==> config.mk <==
export PLATFORM = sky130hd
export DESIGN_NAME = coin_register_change_maker
export DESIGN_NICKNAME = d
export VERILOG_FILES = /design/src/hdl/crcm_pkg.sv /design/src/hdl/crcm_ctrl.sv /design/src/hdl/crcm_dp.sv /design/src/hdl/coin_register_change_maker.sv
export VERILOG_INCLUDE_DIRS = /design/src /design/src/hdl
export SDC_FILE = /design/constraint.sdc
export NUM_CORES = 2
export LEC_CHECK = 0
export BUFFER_PORTS_ARGS = -buffer_cell sky130_fd_sc_hd__clkbuf_2
export CAP_MARGIN = 20
export CORE_ASPECT_RATIO = 1.75
export CORE_UTILIZATION = 60
export CTS_BUF_LIST = sky130_fd_sc_hd__clkbuf_16
export CTS_CLUSTER_DIAMETER = 100
export CTS_CLUSTER_SIZE = 10
export DETAILED_ROUTE_END_ITERATION = 12
export PLACE_DENSITY = 0.78
export SLEW_MARGIN = 0
export SYNTH_ARGS = -nofsm -noshare
export SYNTH_HDL_FRONTEND = slang
export SYNTH_SLANG_ARGS = --single-unit
==> constraint.sdc <==
create_clock -name i_clk -period 10.94 [get_ports i_clk]
set_clock_uncertainty 0.15 [all_clocks]
set_input_delay 2.188 -clock i_clk [delete_from_list [all_inputs] [get_ports i_clk]]
set_output_delay 2.188 -clock i_clk [all_outputs]
set_load 0.05 [all_outputs]
==> src/hdl/coin_register_change_maker_defines.svh <==
// Assertion macros shared by the coin register change maker RTL.
// No dependencies; expects i_clk and i_rst_n in the including module.
`ifndef COIN_REGISTER_CHANGE_MAKER_DEFINES_SVH
`define COIN_REGISTER_CHANGE_MAKER_DEFINES_SVH

// Same-cycle implication, off while reset is asserted.
`define CRCM_ASSERT_NOW(label, ante, cons) \
    label: assert property (@(posedge i_clk) disable iff (!i_rst_n) (ante) |-> (cons)) \
        else $error("crcm: same-cycle check failed");

// Next-cycle implication, off while reset is asserted.
`define CRCM_ASSERT_NEXT(label, ante, cons) \
    label: assert property (@(posedge i_clk) disable iff (!i_rst_n) (ante) |=> (cons)) \
        else $error("crcm: next-cycle check failed");

`endif

==> src/hdl/crcm_pkg.sv <==
// Package for the coin register change maker: operation codes, denomination
// tables and the controller/datapath command and status structs. No dependencies.
`default_nettype none

package crcm_pkg;

    localparam int DENOM_N = 8;
    localparam int IDX_W   = $clog2(DENOM_N);
    localparam int QTY_W   = 8;
    localparam int AMT_W   = 16;
    localparam int VAL_W   = 10;
    localparam int RCP_W   = 17;
    localparam int SH_W    = 5;

    localparam logic [1:0] KIND_INSERT = 2'd0;
    localparam logic [1:0] KIND_REMOVE = 2'd1;
    localparam logic [1:0] KIND_CHANGE = 2'd2;

    // index 0 = 5c ... index 7 = $10, values in cents
    localparam logic [VAL_W-1:0] DENOM_VALUE [DENOM_N] = '{
        10'd5, 10'd10, 10'd20, 10'd50, 10'd100, 10'd200, 10'd500, 10'd1000
    };

    // floor(n / d) == (n * RECIP) >> SHIFT, exact for every 16-bit n
    localparam logic [RCP_W-1:0] DENOM_RECIP [DENOM_N] = '{
        17'd104858, 17'd104858, 17'd104858, 17'd83887,
        17'd83887,  17'd83887,  17'd67109,  17'd67109
    };

    localparam logic [SH_W-1:0] DENOM_SHIFT [DENOM_N] = '{
        5'd19, 5'd20, 5'd21, 5'd22, 5'd23, 5'd24, 5'd25, 5'd26
    };

    typedef struct packed {
        logic start;
        logic apply;
        logic mul;
        logic take;
        logic load_out;
    } t_dp_cmd;

    typedef struct packed {
        logic is_change;
        logic last;
    } t_dp_sts;

endpackage

`default_nettype wire

==> src/hdl/crcm_ctrl.sv <==
// Controller FSM for the coin register change maker.
// Depends on crcm_pkg and coin_register_change_maker_defines.svh.
`default_nettype none
`include "coin_register_change_maker_defines.svh"

module crcm_ctrl (
    input  wire logic             i_clk,
    input  wire logic             i_rst_n,
    input  wire logic             i_valid,
    output logic                  o_stall,
    output logic                  o_valid,
    input  wire logic             i_stall,
    input  wire crcm_pkg::t_dp_sts i_sts,
    output crcm_pkg::t_dp_cmd     o_cmd
);

    typedef enum logic [4:0] {
        S_IDLE  = 5'b00001,
        S_APPLY = 5'b00010,
        S_MUL   = 5'b00100,
        S_TAKE  = 5'b01000,
        S_DONE  = 5'b10000
    } t_state;

    t_state r_state, n_state;
    logic   r_out_valid, n_out_valid;
    logic   out_free;
    crcm_pkg::t_dp_cmd cmd;

    assign out_free = !r_out_valid || !i_stall;

    always_comb begin
        n_state = r_state;
        cmd     = '0;
        unique case (r_state)
            S_IDLE: begin
                if (i_valid) begin
                    cmd.start = 1'b1;
                    n_state   = S_APPLY;
                end
            end
            S_APPLY: begin
                if (i_sts.is_change) begin
                    n_state = S_MUL;
                end else begin
                    cmd.apply = 1'b1;
                    n_state   = S_DONE;
                end
            end
            S_MUL: begin
                cmd.mul = 1'b1;
                n_state = S_TAKE;
            end
            S_TAKE: begin
                cmd.take = 1'b1;
                n_state  = i_sts.last ? S_DONE : S_MUL;
            end
            S_DONE: begin
                if (out_free) begin
                    cmd.load_out = 1'b1;
                    n_state      = S_IDLE;
                end
            end
            default: n_state = S_IDLE;
        endcase
    end

    assign n_out_valid = cmd.load_out || (r_out_valid && i_stall);

    always_ff @(posedge i_clk) begin
        if (!i_rst_n) begin
            r_state     <= S_IDLE;
            r_out_valid <= 1'b0;
        end else begin
            r_state     <= n_state;
            r_out_valid <= n_out_valid;
        end
    end

    assign o_stall = (r_state != S_IDLE);
    assign o_valid = r_out_valid;
    assign o_cmd   = cmd;

    `CRCM_ASSERT_NEXT(a_accept_starts_work, i_valid && !o_stall, r_state == S_APPLY)
    `CRCM_ASSERT_NOW(a_load_into_free_slot, cmd.load_out, !r_out_valid || !i_stall)
    `CRCM_ASSERT_NEXT(a_load_raises_valid, cmd.load_out, r_out_valid)

endmodule

`default_nettype wire

==> src/hdl/crcm_dp.sv <==
// Datapath for the coin register change maker: stock registers, lane-parallel
// insert/remove, one-denomination-per-pass change step, result registers.
// Depends on crcm_pkg and coin_register_change_maker_defines.svh.
`default_nettype none
`include "coin_register_change_maker_defines.svh"

module crcm_dp #(
    parameter int COUNT_BITS = 16
) (
    input  wire logic                                       i_clk,
    input  wire logic                                       i_rst_n,
    input  wire crcm_pkg::t_dp_cmd                          i_cmd,
    output crcm_pkg::t_dp_sts                               o_sts,
    input  wire logic [1:0]                                 i_kind,
    input  wire logic [crcm_pkg::DENOM_N-1:0][crcm_pkg::QTY_W-1:0] i_qty,
    input  wire logic [crcm_pkg::AMT_W-1:0]                 i_amount,
    output logic [crcm_pkg::DENOM_N-1:0][crcm_pkg::AMT_W-1:0] o_chg,
    output logic                                            o_ok,
    output logic [crcm_pkg::AMT_W-1:0]                      o_shortfall
);

    localparam int DN    = crcm_pkg::DENOM_N;
    localparam int AW    = crcm_pkg::AMT_W;
    localparam int CMP_W = (COUNT_BITS > AW) ? COUNT_BITS : AW;
    localparam int PRD_W = AW + crcm_pkg::RCP_W;
    localparam int DED_W = AW + crcm_pkg::VAL_W;
    localparam logic [crcm_pkg::IDX_W-1:0] IDX_LAST = crcm_pkg::IDX_W'(DN - 1);

    logic [COUNT_BITS-1:0]         r_stock [DN];
    logic [1:0]                    r_kind;
    logic [DN-1:0][crcm_pkg::QTY_W-1:0] r_qty;
    logic [AW-1:0]                 r_rem;
    logic [AW-1:0]                 r_want;
    logic [crcm_pkg::IDX_W-1:0]    r_idx;
    logic [DN-1:0][AW-1:0]         r_paid;
    logic                          r_uflow;
    logic [DN-1:0][AW-1:0]         r_out_chg;
    logic                          r_out_ok;
    logic [AW-1:0]                 r_out_short;

    // insert/remove lanes
    logic [COUNT_BITS:0]           ins_sum [DN];
    logic [COUNT_BITS-1:0]         n_stock [DN];
    logic [DN-1:0]                 lane_uf;

    always_comb begin
        for (int i = 0; i < DN; i++) begin
            ins_sum[i] = {1'b0, r_stock[i]} + (COUNT_BITS + 1)'(r_qty[i]);
            lane_uf[i] = (COUNT_BITS'(r_qty[i]) > r_stock[i]);
            case (r_kind)
                crcm_pkg::KIND_INSERT:
                    n_stock[i] = ins_sum[i][COUNT_BITS] ? '1 : ins_sum[i][COUNT_BITS-1:0];
                crcm_pkg::KIND_REMOVE:
                    n_stock[i] = lane_uf[i] ? '0 : r_stock[i] - COUNT_BITS'(r_qty[i]);
                default:
                    n_stock[i] = r_stock[i];
            endcase
        end
    end

    // change step: quotient by reciprocal, then min against stock
    logic [PRD_W-1:0] prod;
    logic [AW-1:0]    want_c;
    logic [CMP_W-1:0] want_w, stock_w, take_w;
    logic [AW-1:0]    take;
    logic [DED_W-1:0] deduct;

    assign prod    = PRD_W'(r_rem) * PRD_W'(crcm_pkg::DENOM_RECIP[r_idx]);
    assign want_c  = AW'(prod >> crcm_pkg::DENOM_SHIFT[r_idx]);
    assign want_w  = CMP_W'(r_want);
    assign stock_w = CMP_W'(r_stock[r_idx]);
    assign take_w  = (want_w < stock_w) ? want_w : stock_w;
    assign take    = AW'(take_w);
    assign deduct  = DED_W'(take) * DED_W'(crcm_pkg::DENOM_VALUE[r_idx]);

    logic          ok_c;
    logic [AW-1:0] short_c;

    always_comb begin
        case (r_kind)
            crcm_pkg::KIND_INSERT: ok_c = 1'b1;
            crcm_pkg::KIND_REMOVE: ok_c = !r_uflow;
            crcm_pkg::KIND_CHANGE: ok_c = (r_rem == '0);
            default:               ok_c = 1'b0;
        endcase
        short_c = (r_kind == crcm_pkg::KIND_CHANGE) ? r_rem : '0;
    end

    always_ff @(posedge i_clk) begin
        if (!i_rst_n) begin
            for (int i = 0; i < DN; i++) begin
                r_stock[i] <= '0;
            end
            r_out_chg   <= '0;
            r_out_ok    <= 1'b0;
            r_out_short <= '0;
        end else begin
            if (i_cmd.apply) begin
                for (int i = 0; i < DN; i++) begin
                    r_stock[i] <= n_stock[i];
                end
            end
            if (i_cmd.take) begin
                r_stock[r_idx] <= r_stock[r_idx] - COUNT_BITS'(take_w);
            end
            if (i_cmd.load_out) begin
                r_out_chg   <= r_paid;
                r_out_ok    <= ok_c;
                r_out_short <= short_c;
            end
        end
    end

    // working registers, no reset needed
    always_ff @(posedge i_clk) begin
        if (i_cmd.start) begin
            r_kind  <= i_kind;
            r_qty   <= i_qty;
            r_rem   <= i_amount;
            r_idx   <= IDX_LAST;
            r_paid  <= '0;
            r_uflow <= 1'b0;
        end
        if (i_cmd.apply) begin
            r_uflow <= (r_kind == crcm_pkg::KIND_REMOVE) && (|lane_uf);
        end
        if (i_cmd.mul) begin
            r_want <= want_c;
        end
        if (i_cmd.take) begin
            r_paid[r_idx] <= take;
            r_rem         <= r_rem - AW'(deduct);
            r_idx         <= r_idx - crcm_pkg::IDX_W'(1);
        end
    end

    assign o_sts.is_change = (r_kind == crcm_pkg::KIND_CHANGE);
    assign o_sts.last      = (r_idx == '0);
    assign o_chg           = r_out_chg;
    assign o_ok            = r_out_ok;
    assign o_shortfall     = r_out_short;

    `CRCM_ASSERT_NOW(a_deduct_within_rem, i_cmd.take, deduct <= DED_W'(r_rem))
    `CRCM_ASSERT_NEXT(a_short_clears_ok, i_cmd.load_out, (o_shortfall == '0) || !o_ok)
    `CRCM_ASSERT_NEXT(a_start_from_top_denom, i_cmd.start, r_idx == IDX_LAST)

endmodule

`default_nettype wire

==> src/hdl/coin_register_change_maker.sv <==
// Top level of the coin register change maker: controller plus datapath.
// Depends on crcm_pkg, crcm_ctrl and crcm_dp.
//
//  channel | valid   | stall   | payload
//  --------+---------+---------+-------------------------------------------
//  request | i_valid | o_stall | i_kind, i_qty_5c .. i_qty_10d, i_amount
//  result  | o_valid | i_stall | o_change_5c .. o_change_10d, o_ok, o_shortfall
//
// Insert, remove and unused kinds go through latch, one lane-parallel update
// of all eight stock counts, then result load.
// Make change goes through latch, dispatch, then per denomination a reciprocal
// multiply, then min against stock and deduct, using the single shared
// quotient/deduct unit walking $10 down to 5c, then load.
// Requests are taken only while the controller is idle; one result register
// decouples the sides, so a new request is accepted while a result waits.
// A finished request holds the block in its final state while the earlier result is still stalled.
// Synchronous active-low reset clears all stock counts to zero at once.
`default_nettype none

module coin_register_change_maker #(
    parameter int COUNT_BITS = 16
) (
    input  wire logic        i_clk,
    input  wire logic        i_rst_n,
    input  wire logic        i_valid,
    output logic             o_stall,
    input  wire logic [1:0]  i_kind,
    input  wire logic [7:0]  i_qty_5c,
    input  wire logic [7:0]  i_qty_10c,
    input  wire logic [7:0]  i_qty_20c,
    input  wire logic [7:0]  i_qty_50c,
    input  wire logic [7:0]  i_qty_1d,
    input  wire logic [7:0]  i_qty_2d,
    input  wire logic [7:0]  i_qty_5d,
    input  wire logic [7:0]  i_qty_10d,
    input  wire logic [15:0] i_amount,
    output logic             o_valid,
    input  wire logic        i_stall,
    output logic [13:0]      o_change_5c,
    output logic [12:0]      o_change_10c,
    output logic [11:0]      o_change_20c,
    output logic [10:0]      o_change_50c,
    output logic [9:0]       o_change_1d,
    output logic [8:0]       o_change_2d,
    output logic [7:0]       o_change_5d,
    output logic [6:0]       o_change_10d,
    output logic             o_ok,
    output logic [15:0]      o_shortfall
);

    crcm_pkg::t_dp_cmd cmd;
    crcm_pkg::t_dp_sts sts;

    // lane 0 = 5c, lane 7 = $10
    logic [crcm_pkg::DENOM_N-1:0][crcm_pkg::QTY_W-1:0] qty;
    logic [crcm_pkg::DENOM_N-1:0][crcm_pkg::AMT_W-1:0] chg;

    assign qty = {i_qty_10d, i_qty_5d, i_qty_2d, i_qty_1d,
                  i_qty_50c, i_qty_20c, i_qty_10c, i_qty_5c};

    crcm_ctrl u_ctrl (
        .i_clk   (i_clk),
        .i_rst_n (i_rst_n),
        .i_valid (i_valid),
        .o_stall (o_stall),
        .o_valid (o_valid),
        .i_stall (i_stall),
        .i_sts   (sts),
        .o_cmd   (cmd)
    );

    crcm_dp #(
        .COUNT_BITS (COUNT_BITS)
    ) u_dp (
        .i_clk       (i_clk),
        .i_rst_n     (i_rst_n),
        .i_cmd       (cmd),
        .o_sts       (sts),
        .i_kind      (i_kind),
        .i_qty       (qty),
        .i_amount    (i_amount),
        .o_chg       (chg),
        .o_ok        (o_ok),
        .o_shortfall (o_shortfall)
    );

    // paid counts never exceed 65535 / value, so these selects lose nothing
    assign o_change_5c  = chg[0][13:0];
    assign o_change_10c = chg[1][12:0];
    assign o_change_20c = chg[2][11:0];
    assign o_change_50c = chg[3][10:0];
    assign o_change_1d  = chg[4][9:0];
    assign o_change_2d  = chg[5][8:0];
    assign o_change_5d  = chg[6][7:0];
    assign o_change_10d = chg[7][6:0];

endmodule

`default_nettype wire
-- Yosys cells after proc, flatten, opt, wreduce, memory -nomap -nowiden
Memories as Yosys holds them, arrays and structs flattened. A register that Yosys moved wholly into a read port is not among the register bits.
Index checks and enable logic that the tools add are counted.
- register bits after elaboration: 337
- bits in writable memories: 128
- ROM bits: 256
- input bits: 86
- logic and storage cells: 182
- memories kept: 4
- memories (name ; words ; bits a word ; rd ports ; clocked after memory_dff ; write ports ; RTL line ; source):
    (name not given) ; 8 ; 17 ; 1 ; 0 ; 0 ; crcm_dp.sv:68 ; assign prod = PRD_W'(r_rem) * PRD_W'(crcm_pkg::DENOM_RECIP[r_idx]);
    u_dp.r_stock ; 8 ; 16 ; 9 ; 1 ; 8 ; crcm_dp.sv:29 ; logic [COUNT_BITS-1:0] r_stock [DN];
    (name not given) ; 8 ; 10 ; 1 ; 0 ; 0 ; crcm_dp.sv:74 ; assign deduct = DED_W'(take) * DED_W'(crcm_pkg::DENOM_VALUE[r_idx]);
    (name not given) ; 8 ; 5 ; 1 ; 0 ; 0 ; crcm_dp.sv:69 ; assign want_c = AW'(prod >> crcm_pkg::DENOM_SHIFT[r_idx]);
- add/sub/neg operators: 19
- multipliers: 2
- order comparisons: 12
- eq/ne operators: 10
- shift-type cells: 1
- multiplexer cells: 76
- bitwise operators: 9
- reduce and logical (&&, ||, !) cells: 16
- operators by type and width (operator ; count):
    two-way mux 16 bit ; 30
    two-way mux 128 bit ; 2
    one-hot mux 16 bit (2 select lines) ; 8
    adder 16 x 8 -> 17 bit ; 8
    bitwise mux 128 bit ; 1
    > comparator 8 x 16 -> 1 bit ; 8
    subtractor 16 x 8 -> 16 bit ; 8
    demux 16 bit (select 3 bit) ; 1
    two-way mux 17 bit ; 2
    multiplier 16 x 17 -> 33 bit ; 1
    right shift 33 x 5 -> 16 bit ; 1
    subtractor 16 bit ; 2
    two-way mux 5 bit ; 6
    one-hot mux 5 bit (5 select lines) ; 1
    two-way mux 10 bit ; 2
    two-way mux 1 bit ; 18
    zero test 16 bit ; 1
    less-than comparator 16 bit ; 1
    multiplier 16 x 10 -> 16 bit ; 1
    OR reduction 16 bit ; 1
    two-way mux 3 bit ; 4
    bitwise OR 1 bit ; 8
    OR reduction 8 bit ; 1
    equality test 5 x 1 -> 1 bit, second input constant ; 1
    other kinds (22) ; 28

-- Logic depth before layout (Yosys ltp)
- word-level depth: 8
- depth in mapped cells: 38

-- Modules after synthesis
From an unflattened synthesis, not the netlist that was laid out.
- cells, all modules: 4433
- area total of the unflattened synthesis: 41461.0 µm²
- by module, submodules not included (module ; instances ; cells each ; area an instance (µm²) ; sequential area each (µm²)):
    crcm_dp ; 1 ; 4391 ; 41100.7 ; 12431.9
    crcm_ctrl ; 1 ; 42 ; 360.3 ; 120.1

-- Least setup slack after synthesis
Ideal clock, no wire load.
- kind: register to register
- start: reg with a tool-made name
- end: reg u_dp.r_rem[15] (data pin)
- setup time: 0.264 ns
- arrival time: 8.739 ns
- required time: 10.526 ns
- path slack: 1.787 ns
- cell stages (with the launch flop): 37
- path buffers: 8
- period minus slack after synthesis: 9.153 ns
- cells stage by stage: dfxtp_1 > buf_6 > buf_6 > buf_2 > buf_2 > mux4_2 > mux2_2 > inv_1 > ha_1 > a2111o_1 > a311oi_1 > a221o_1 > nand2_2 > buf_6 > buf_2 > buf_1 > a21oi_1 > inv_1 > clkbuf_1 > nor2_1 > fa_1 > fa_1 > fa_1 > inv_1 > fa_1 > inv_1 > fa_1 > inv_1 > ha_1 > or3_1 > o211ai_1 > a21boi_0 > o21a_1 > o41a_1 > a31oi_1 > xor2_1 > o21ai_1
- RTL lines (element ; RTL line ; source):
    end signal: assignment ; crcm_dp.sv:119 ; r_rem <= i_amount;
    end signal: assignment ; crcm_dp.sv:132 ; r_rem <= r_rem - AW'(deduct);
    end: declaration ; crcm_dp.sv:32 ; logic [AW-1:0] r_rem;

==> results.txt <==
Top cell by count, worst path -> inv_1
crit-path max cell delay -> 0.94 ns
Port Buffer Count -> 188
fin crit period -> 9.67 ns
DRT iter0 DRCs -> 2656
Post-Synthesis Cell Area -> 38100 um^2
Ports -> 189
Chip Width -> 192 um
routability cong. -> 1.02
Skew-Pair Late Insertion Delay -> 0.63 ns
Async SR Flop Fraction -> 0%
worst hold path cell count -> 2
yosys warns -> 0
combinational fraction of design power -> 57.0%
Crit. End Element -> flop
Mapped Cells -> 4308
CP Buf/Inv Count -> 7
CP Max Fanout -> 30
clock power share -> 19.1%
Post-synth EDFFs -> 230
Switch Pwr -> 3410 uW
CTS root buffer -> clkbuf_16
largest family of logic cells by synthesized area -> adder cells
internal power -> 4360 uW
Reg-to-Reg End -> u_dp.r_rem[15]
placed cells -> 5121
Sink Count -> 424
crit path launch type -> flop
Post-CTS Setup Bufs -> 0
total track usage -> 37.1%
cell family with most CP delay -> compound AO/OA/AOI/OAI gates
PD cells -> 189 nW/um^2
Avg Cell Area, Syn -> 8.84 um^2
sequential-to-total area share from yosys stat -> 28.3%
1st-pass router iterations -> 12
vias -> 33200
initial antenna violation count -> 2
status -> finished with violations
Synth Register Bits -> 424
Cell variety after synth -> 94
Avg WL per Cell -> 22.8 um
share of layout cells above drive strength 1 -> 9.26%
Tightest Hold Check Type -> reg -> reg
Data arrival, critical path -> 9.89 ns
share of total power in sequential cells -> 23.8%
R2R depth -> 30
wirelength, routed -> 119000 um
Sw Ratio -> 43.9%
violated checks -> DRC
# rows -> 121
clk slew on worst S/H paths -> 0.06 ns
Detailed Place HPWL -> 91600 um
via density per instance -> 6.38
leakage power -> 0.0183 uW
Resized Gates After CTS -> 0
H-tree depth -> 2
Max IR drop VDD -> 290 uV
core area -> 62500 um^2
Final ANT Viol Nets -> 0
Slew HR -> 17.9%
remaining global-route overflow -> 0
Total Die Area -> 64500 um^2
Mapped Nets -> 5004
Post-synth top flop -> edfxtp_1
setup repair after global routing missed its margin -> false
Synth Area in XOR/XNOR -> 2.69%
fmax -> 0.103 GHz
Die Span Y -> 335 um
hold buffer count at cts -> 0
area share of fa/ha/maj cells after synthesis -> 25.5%
Compound-Gate Fraction of Synth Area -> 18.1%
final worst-path cycle share -> 88.3%
Num CTS Buffers -> 48
Hold EP -> u_dp.o_chg[49]
DRC viols -> 12
Hold Violations, Final -> 0
pin count of the biggest net entering global routing -> 102
endpoints failing setup -> 0
Least-Margin Pin Slew -> 1.23 ns
Worst Setup Path Type -> reg -> reg
post-synthesis mux area share -> 3.20%
CP max-delay cell -> o21ai_1
Slew Limit Fails -> 0
Layout Nets -> 5073
Synth Area in Simple Gates -> 14.0%
first-pass GRT wire length -> 182000 um
required time worst endpoint -> 11.16 ns
via count of the first global-routing pass -> 33200
Hold Startpoint -> u_dp.r_paid[49]
CTS tree -> yes
clk buf depth -> 3
Starting Density -> 60.9%
post-route setup TNS -> 0 ns
Maximum Capacitance Violations -> 0
R2R setup slack -> 1.27 ns
synthesis-to-layout area growth -> 7.85%
fill count -> 5216
Post-Layout Cell Count -> 5205
==> through the flow <==
stage	power, uW	hold slack [ns]	util [%]	cell area (um^2)	setup slack (ns)
2_1_floorplan	5020	0.275	-	38100	1.79
4_1_cts	7710	0.300	65.6	41000	1.34
5_1_grt	8260	0.311	65.7	41100	0.676
3_3_place_gp	6110	0.288	63.3	39600	1.38
6_report	7770	0.298	65.7	41100	1.27
3_5_place_dp	6200	0.292	63.3	39600	1.34
==> kinds of logic after synthesis <==
group / count (synthesis)
AND/OR/NAND/NOR: 1169
AO/OA/AOI/OAI: 1097
buffers and inverters: 822
adder cells (fa/ha/maj): 610
flip-flops: 424
XOR/XNOR: 112
multiplexers: 74
==> cell usage after synthesis, types with 35 or more instances <==
| master | n | share of area, % |
|---|---|---|
| clkbuf_1 | 195 | 1.9 |
| fa_1 | 277 | 15 |
| nand3_1 | 174 | 2.3 |
| o21ai_0 | 247 | 3.2 |
| o21bai_1 | 43 | 0.85 |
| a211oi_1 | 35 | 0.69 |
| nor2_1 | 275 | 2.7 |
| a31oi_1 | 43 | 0.71 |
| xor2_1 | 46 | 1.1 |
| nand2_1 | 431 | 4.2 |
| nor3_1 | 59 | 0.78 |
| a21oi_1 | 322 | 4.2 |
| a21o_1 | 53 | 1.0 |
| inv_1 | 603 | 5.9 |
| xnor2_1 | 61 | 1.4 |
| ha_1 | 333 | 11 |
| dfxtp_1 | 194 | 10 |
| edfxtp_1 | 230 | 18 |
| o22ai_1 | 93 | 1.5 |
==> sequential cells by signal, indices dropped and copies added, names as in the netlist, named ones only <==
signal / flops
u_ctrl.r_state: 5
u_dp.r_qty: 64
u_dp.r_kind: 2
u_dp.r_want: 16
u_dp.o_chg: 84
u_dp.r_paid: 84
u_ctrl.o_valid: 1
u_dp.r_rem: 16
u_dp.o_ok: 1
u_dp.r_uflow: 1
u_dp.r_stock: 128
u_dp.r_idx: 3
u_dp.o_shortfall: 16
==> power groups by stage <==
stage	combinational [uW]	clock, uW	sequential [uW]
2_1_floorplan	3200	0	1820
4_1_cts	4370	1500	1850
3_5_place_dp	4320	0	1880
6_report	4430	1490	1850
5_1_grt	4850	1550	1850
3_3_place_gp	4240	0	1880
==> cells in the final DEF, fill, tap and decap left out, types with 45 or more instances in the layout <==
master,n
clkbuf_2,188
clkbuf_16,48
dfxtp_1,193
edfxtp_1,230
xor2_1,45
nand2_1,430
nand3_1,174
nor3_1,58
fa_1,277
o21ai_0,242
nor2_1,275
a21o_1,53
o22ai_1,92
xnor2_1,56
a21oi_1,321
inv_1,627
ha_1,333
==> final cells by class <==
type	instances	area (um^2)	area share (%)
flip-flops and latches	424	10800	26.3
well taps	799	1000	2.43
diodes	1	2.50	0.00609
multi-input cells	3062	24300	59.1
inverters	607	2280	5.55
repair buffers	234	1330	3.25
clock inverters	30	194	0.472
clock buffers	48	1200	2.92
==> how the worst max path moves through the flow <==
stage | slack (ns) | from | depth (start not counted) | endpoint
6_report | 1.27 | flop | 30 | u_dp.r_rem[15]
5_1_grt | 0.68 | flop | 29 | u_dp.r_rem[15]
4_1_cts | 1.34 | flop | 29 | u_dp.r_rem[15]
3_5_place_dp | 1.34 | flop | 29 | u_dp.r_rem[15]
3_3_place_gp | 1.38 | flop | 29 | u_dp.r_rem[15]
2_1_floorplan | 1.79 | flop | 36 | u_dp.r_rem[15]
==> tightest hold or removal path, stage by stage, from the launching register on <==
cell and delay (ns):
dfxtp_1 0.31, nand2_1 0.05, a21oi_1 0.05
==> per-layer routing <==
layer / vias to the layer above / part of all wire [%] / wire length [um] / global-route usage [%]
li1: 15000 / - / - / -
met1: 16000 / 33 / 38700 / 38.0
met2: 1648 / 50 / 59700 / 65.0
met3: 581 / 6.5 / 7690 / 4.95
met4: 0 / 11 / 12800 / 33.6
met5: - / 0 / 0 / 0
(Power assumes the default switching activity.)
